**src/rtl/rcam_pkg.sv**
```systemverilog
package rcam_pkg;

    // Store geometry
    localparam int MAX_POSITIONS = 1024;
    localparam int VALUE_BITS    = 31;
    localparam int ADDR_BITS     = $clog2(MAX_POSITIONS);

    // Field widths of the channels
    localparam int POS_BITS   = 11;
    localparam int COUNT_BITS = 11;

    // Configuration port
    localparam int APB_ADDR_BITS = 2;
    localparam int APB_DATA_BITS = 32;
    localparam logic [APB_ADDR_BITS-1:0] ADDR_LENGTH = APB_ADDR_BITS'(0);
    localparam logic [POS_BITS-1:0] LENGTH_RESET = POS_BITS'(1024);

    // Largest count the result field can carry
    localparam logic [COUNT_BITS-1:0] COUNT_MAX = {COUNT_BITS{1'b1}};

    // Input item kinds
    localparam logic ACT_WRITE = 1'b0;
    localparam logic ACT_QUERY = 1'b1;

    // Commands from the controller to the datapath
    typedef struct packed {
        logic write_en;
        logic load_query;
        logic scan_step;
        logic out_load;
    } cmd_t;

    // Status from the datapath to the controller
    typedef struct packed {
        logic is_query;
        logic range_empty;
        logic scan_last;
    } status_t;

endpackage

```
**src/rtl/rcam_ctrl.sv**
```systemverilog
module rcam_ctrl (
    input  logic              clk,
    input  logic              rst_n,
    input  logic              in_valid,
    output logic              in_ready,
    output logic              out_valid,
    input  logic              out_ready,
    input  rcam_pkg::status_t status,
    output rcam_pkg::cmd_t    cmd
);

    typedef enum logic [3:0] {
        ST_IDLE   = 4'b0001,
        ST_SCAN   = 4'b0010,
        ST_DRAIN  = 4'b0100,
        ST_FINISH = 4'b1000
    } state_t;

    state_t state_reg;
    state_t state_next;
    logic   out_valid_reg;
    logic   out_valid_next;
    logic   in_accept;

    // Items are taken only between queries; the output register stands apart.
    assign in_ready  = (state_reg == ST_IDLE);
    assign in_accept = in_valid && in_ready;
    assign out_valid = out_valid_reg;

    // Next state and datapath commands
    always_comb
    begin
        state_next     = state_reg;
        cmd            = '0;
        unique case (state_reg)
            ST_IDLE:
            begin
                if (in_accept)
                begin
                    if (status.is_query)
                    begin
                        cmd.load_query = 1'b1;
                        state_next     = status.range_empty ? ST_FINISH : ST_SCAN;
                    end
                    else
                    begin
                        cmd.write_en = 1'b1;
                    end
                end
            end
            ST_SCAN:
            begin
                cmd.scan_step = 1'b1;
                if (status.scan_last)
                begin
                    state_next = ST_DRAIN;
                end
            end
            ST_DRAIN:
            begin
                state_next = ST_FINISH;
            end
            ST_FINISH:
            begin
                if (!out_valid_reg || out_ready)
                begin
                    cmd.out_load = 1'b1;
                    state_next   = ST_IDLE;
                end
            end
            default:
            begin
                state_next = ST_IDLE;
            end
        endcase
    end

    // The result stays valid until the receiver takes it.
    always_comb
    begin
        if (cmd.out_load)
        begin
            out_valid_next = 1'b1;
        end
        else if (out_ready)
        begin
            out_valid_next = 1'b0;
        end
        else
        begin
            out_valid_next = out_valid_reg;
        end
    end

    always_ff @(posedge clk or negedge rst_n)
    begin
        if (!rst_n)
        begin
            state_reg     <= ST_IDLE;
            out_valid_reg <= 1'b0;
        end
        else
        begin
            state_reg     <= state_next;
            out_valid_reg <= out_valid_next;
        end
    end

    // A new result never overwrites one that is still waiting.
    assert property (@(posedge clk) disable iff (!rst_n)
        cmd.out_load |-> (!out_valid_reg || out_ready))
        else $error("result register overwritten while a transaction was pending");

    // The last scanned position is always followed by the drain cycle.
    assert property (@(posedge clk) disable iff (!rst_n)
        (state_reg == ST_SCAN && status.scan_last) |=> (state_reg == ST_DRAIN))
        else $error("scan did not end in the drain cycle");

    // An empty query range skips the scan entirely.
    assert property (@(posedge clk) disable iff (!rst_n)
        (cmd.load_query && status.range_empty) |=> (state_reg == ST_FINISH))
        else $error("empty range query entered the scan");

endmodule

```
**config.mk**
```make
export PLATFORM = sky130hd
export DESIGN_NAME = rcam_ctrl
export DESIGN_NICKNAME = d
export VERILOG_FILES = /design/src/rtl/rcam_pkg.sv /design/src/rtl/rcam_ctrl.sv
export SDC_FILE = /design/constraint.sdc
export NUM_CORES = 1
export LEC_CHECK = 0
export ABC_AREA = 1
export BUFFER_PORTS_ARGS = -buffer_cell sky130_fd_sc_hd__buf_2
export CAP_MARGIN = 5
export CORE_AREA = 2 2 39 41
export DETAILED_ROUTE_END_ITERATION = 6
export DIE_AREA = 0 0 41 43
export PLACE_DENSITY = 0.52
export SLEW_MARGIN = 20
export SYNTH_ARGS = -nofsm -noshare
export SYNTH_HDL_FRONTEND = slang
export SYNTH_SLANG_ARGS = --single-unit
```
**constraint.sdc**
```tcl
create_clock -name clk -period 1.2 [get_ports clk]
set_input_delay 0.06 -clock clk [delete_from_list [all_inputs] [get_ports clk]]
set_output_delay 0.06 -clock clk [all_outputs]
set_load 0.05 [all_outputs]
```
=== Word level (Yosys, flattened, before mapping) ===
Index checks and enable logic that the tools add are counted.

* Bits in registers: 5
* Input bits: 7
* Output and inout bits: 6
* Logic and storage cells: 30

* Equal/unequal tests: 8
* Mux-type cells: 15
* Reductions and logical operators: 5

{| class="wikitable"
|+ Operators with widths
! kind !! number
|-
| $mux 4 || 5
|-
| $pmux 4 s4 || 1
|-
| $mux 1 || 7
|-
| $eq 4x1->1 const B || 1
|-
| $eq 4x2->1 const B || 1
|-
| $eq 4x3->1 const B || 1
|-
| $eq 4x4->1 const B || 1
|-
| $mux 2 || 2
|-
| $ne 2x1->1 const B || 2
|-
| $ne 2x2->1 const B || 2
|-
| $reduce_and 4->1 || 1
|-
| $reduce_bool 2->1 || 1
|-
| $logic_and 1x1->1 || 1
|-
| $logic_not 1->1 || 1
|-
| $logic_or 1x1->1 || 1
|}

=== Logic depth before layout (Yosys ltp) ===
* Word-level depth: 5
* Depth in mapped cells: 6

=== Worst setup path before layout ===
Ideal clock, no wire load.

* Path kind: register -> output
* Start point: reg state_reg[0]
* End point: out cmd[3] (netlist name)
* Arrival time: 1.799 ns
* Required time: 1.140 ns
* Slack: -0.659 ns
* Stages on the path, launching flop included: 7
* Cells stage by stage: dfstp_2 -> inv_2 -> nor2_4 -> nand2_2 -> inv_1 -> nand2_1 -> nor2_1

{| class="wikitable"
|+ RTL lines
! element !! line !! text
|-
| start: declaration || rcam_ctrl.sv:19 || <nowiki>state_t state_reg;</nowiki>
|-
| start signal: assignment || rcam_ctrl.sv:104 || <nowiki>state_reg <= state_next;</nowiki>
|-
| end: declaration || rcam_ctrl.sv:9 || <nowiki>output rcam_pkg::cmd_t cmd</nowiki>
|}

==> run metrics <==
Die Area between 1500 and 2000 um^2; # port buffers 12; Avg WL per Cell around 8.6 um; Final WS setup -203 ps; crit start category register; Hold Startpoint out_ready; Filler Cell Count 141; initial antenna violation count 0; Yosys reg bits 5; Req. time, crit path between 1000 and 1500 ps; H-tree level count 1; number of diodes 0; Num Clock Sinks 5; Clock Latency Late Sink 240 ps; RSZ-0062 raised after global routing yes; Core Util, Final approximately 44%; Total GRT Usage between 10% and 20%; num rows 14; share of cells above drive strength 1 about 62%; Final ANT Viol Nets 0; initial core utilization between 20% and 30%; CORE AREA 1380 um^2; crit path DAT about 1300 ps; TritonCTS clock tree done; max-cap violations 0; max reg flops 4; die width ~40 um; Final Wtd Congestion roughly 0.75; Reg area 128 um^2; non-filler cells in the finished layout 85; CP Max Fanout 4; kind of critical path register to output pin; Worst setup EP type output pin; Final period util 117%; YS warnings 0; post-detail-place hpwl ~550 um; DIE HEIGHT between 40 and 50 um; total CTS buffers 3; First DRT Iteration DRCs 0; endpoints failing hold 0; Pre-antenna DRT Iters 1; via count ~370; pwr/cell area approximately 2500 nW/um^2; FF-to-FF Start state_reg[0]; via/cell ratio between 4 and 5; maximum VDD drop between 0.001 and 0.0015 V; Clock Path Buffers 2; Max Slew Vio Count 0; Area growth, synth to finish 89.1%; slew at the pin closest to its max-slew limit about 250 ps; Root Driver clkbuf_4; shortest period the worst path allows between 1000 and 1500 ps; normalized max-slew margin a little over four fifths; synth unique cells 14; Final #Nets a little under 80; post-synthesis cell count 46; vias in the first global route approximately 350; Lkg Pwr about 0.32 nW; status finished, violations left; Seq/Total Area, Yosys 39.1%; Layout Skew roughly 0.58 ps; final WL roughly 730 um; Critical Path Start state_reg[0]; violated checks negative setup slack; Post-Syn Nets 53; grt total ovfl 0; average size of a mapped cell 7.02 um^2; area of the multi-input gates 226 um^2; pin count of the biggest net entering global routing 6; num ports 13; Setup TNS Final -640 ps; DRC 0; Hold Crit Class input port to register; first-pass GRT wire length ~1300 um; Mapped Area 323 um^2; clock-pin slew on the worst setup and hold paths around 40 ps; setup-violating endpoint count in the final report 6; cell count after placement 76; Max Freq about 700 MHz
[layout make-up]
class | instances | area share (%)
flip-flops and latches | 5 | 20.9
multi-input cells | 30 | 37.1
well taps | 16 | 3.28
inverters | 10 | 6.76
clock buffers | 4 | 4.30
repair buffers | 20 | 27.7
[worst paths after layout]
check / end / cells past startpoint / slack [ps]
max: cmd[3] / 7 / -200
min: out_valid / 4 / 90
max reg2reg: state_reg[3] / 7 / -30
min reg2reg: out_valid / 4 / 630
max in group asynchronous: state_reg[0] / 2 / 830
min in group asynchronous: state_reg[1] / 2 / 160
[placed cells by master (no fill, tap or decap), drive strengths merged]
master | synthesis | routed
inv | 10 | 9
nand2 | 9 | 9
nand3 | 7 | 7
clkbuf | 0 | 4
buf | 1 | 19
dfstp | 1 | 1
nor2 | 10 | 10
clkinvlp | 0 | 1
or2 | 1 | 1
dfrtp | 4 | 4
o21bai | 1 | 1
dlygate4sd3 | 0 | 1
o21ai | 2 | 2
[cells in the mapped netlist]
master	n	area share [%]
inv_1	9	10
nand2_1	8	9.3
nor2_1	8	9.3
nand3_1	7	11
dfrtp_1	4	31
nor2_4	2	7.0
buf_4	1	2.3
dfstp_2	1	8.1
inv_2	1	1.2
nand2_2	1	1.9
o21ai_1	1	1.5
o21ai_2	1	2.7
o21bai_1	1	2.3
or2_0	1	1.9
[report_power, final]
group          total (mW)  switching [mW]  leakage [nW]  internal (mW)
combinational        1.07           0.616         0.237          0.450
clock               0.195          0.0692        0.0150          0.126
sequential          0.284          0.0459        0.0631          0.238
total                1.54           0.731         0.315          0.814
[logic make-up (layout without fill, tap and decap cells)]
family                 count (synthesis)  in the layout  share of synthesized area [%]
AOI/OAI and AO/OA                      3              3                           6.59
DFF                                    5              5                           39.2
and+or+nand+nor                       27             27                           40.3
buffers and inverters                 11             34                           14.0
[worst max-delay path: stages (launching register included)]
cell	delay, ps
dfstp_2	530
inv_2	40
nor2_4	100
nand2_4	80
clkinvlp_4	70
nand2_2	50
nor2_4	80
buf_8	150
[stage by stage]
step                hold WS, ps  power (mW)  worst slack (ps)  instance area (um^2)
floorplan                  -236       0.867              -197                   345
global placement           -121        1.05             -72.4                   440
detailed placement         -119        1.05             -73.5                   440
CTS                        81.3        1.41              -241                   561
global route                115        1.66              -271                   611
finish                     91.7        1.54              -203                   611
[per-layer routing]
metal  global-route usage (%)  wire length (um)  up-vias
met4                     10.0                26        0
met1                     13.4               301      162
met3                     3.14                37        4
met2                     16.9               364       14
li1                         -                 -      185
met5                        0                 0        -
[repair_timing]
action,CTS,global route
pin swaps,6,4
resized for setup,17,12
hold buffers,1,0
endpoints found under the hold margin,5,0
endpoints found under the setup margin,6,9
buffers inserted,3,1
(Power assumes the default switching activity.)
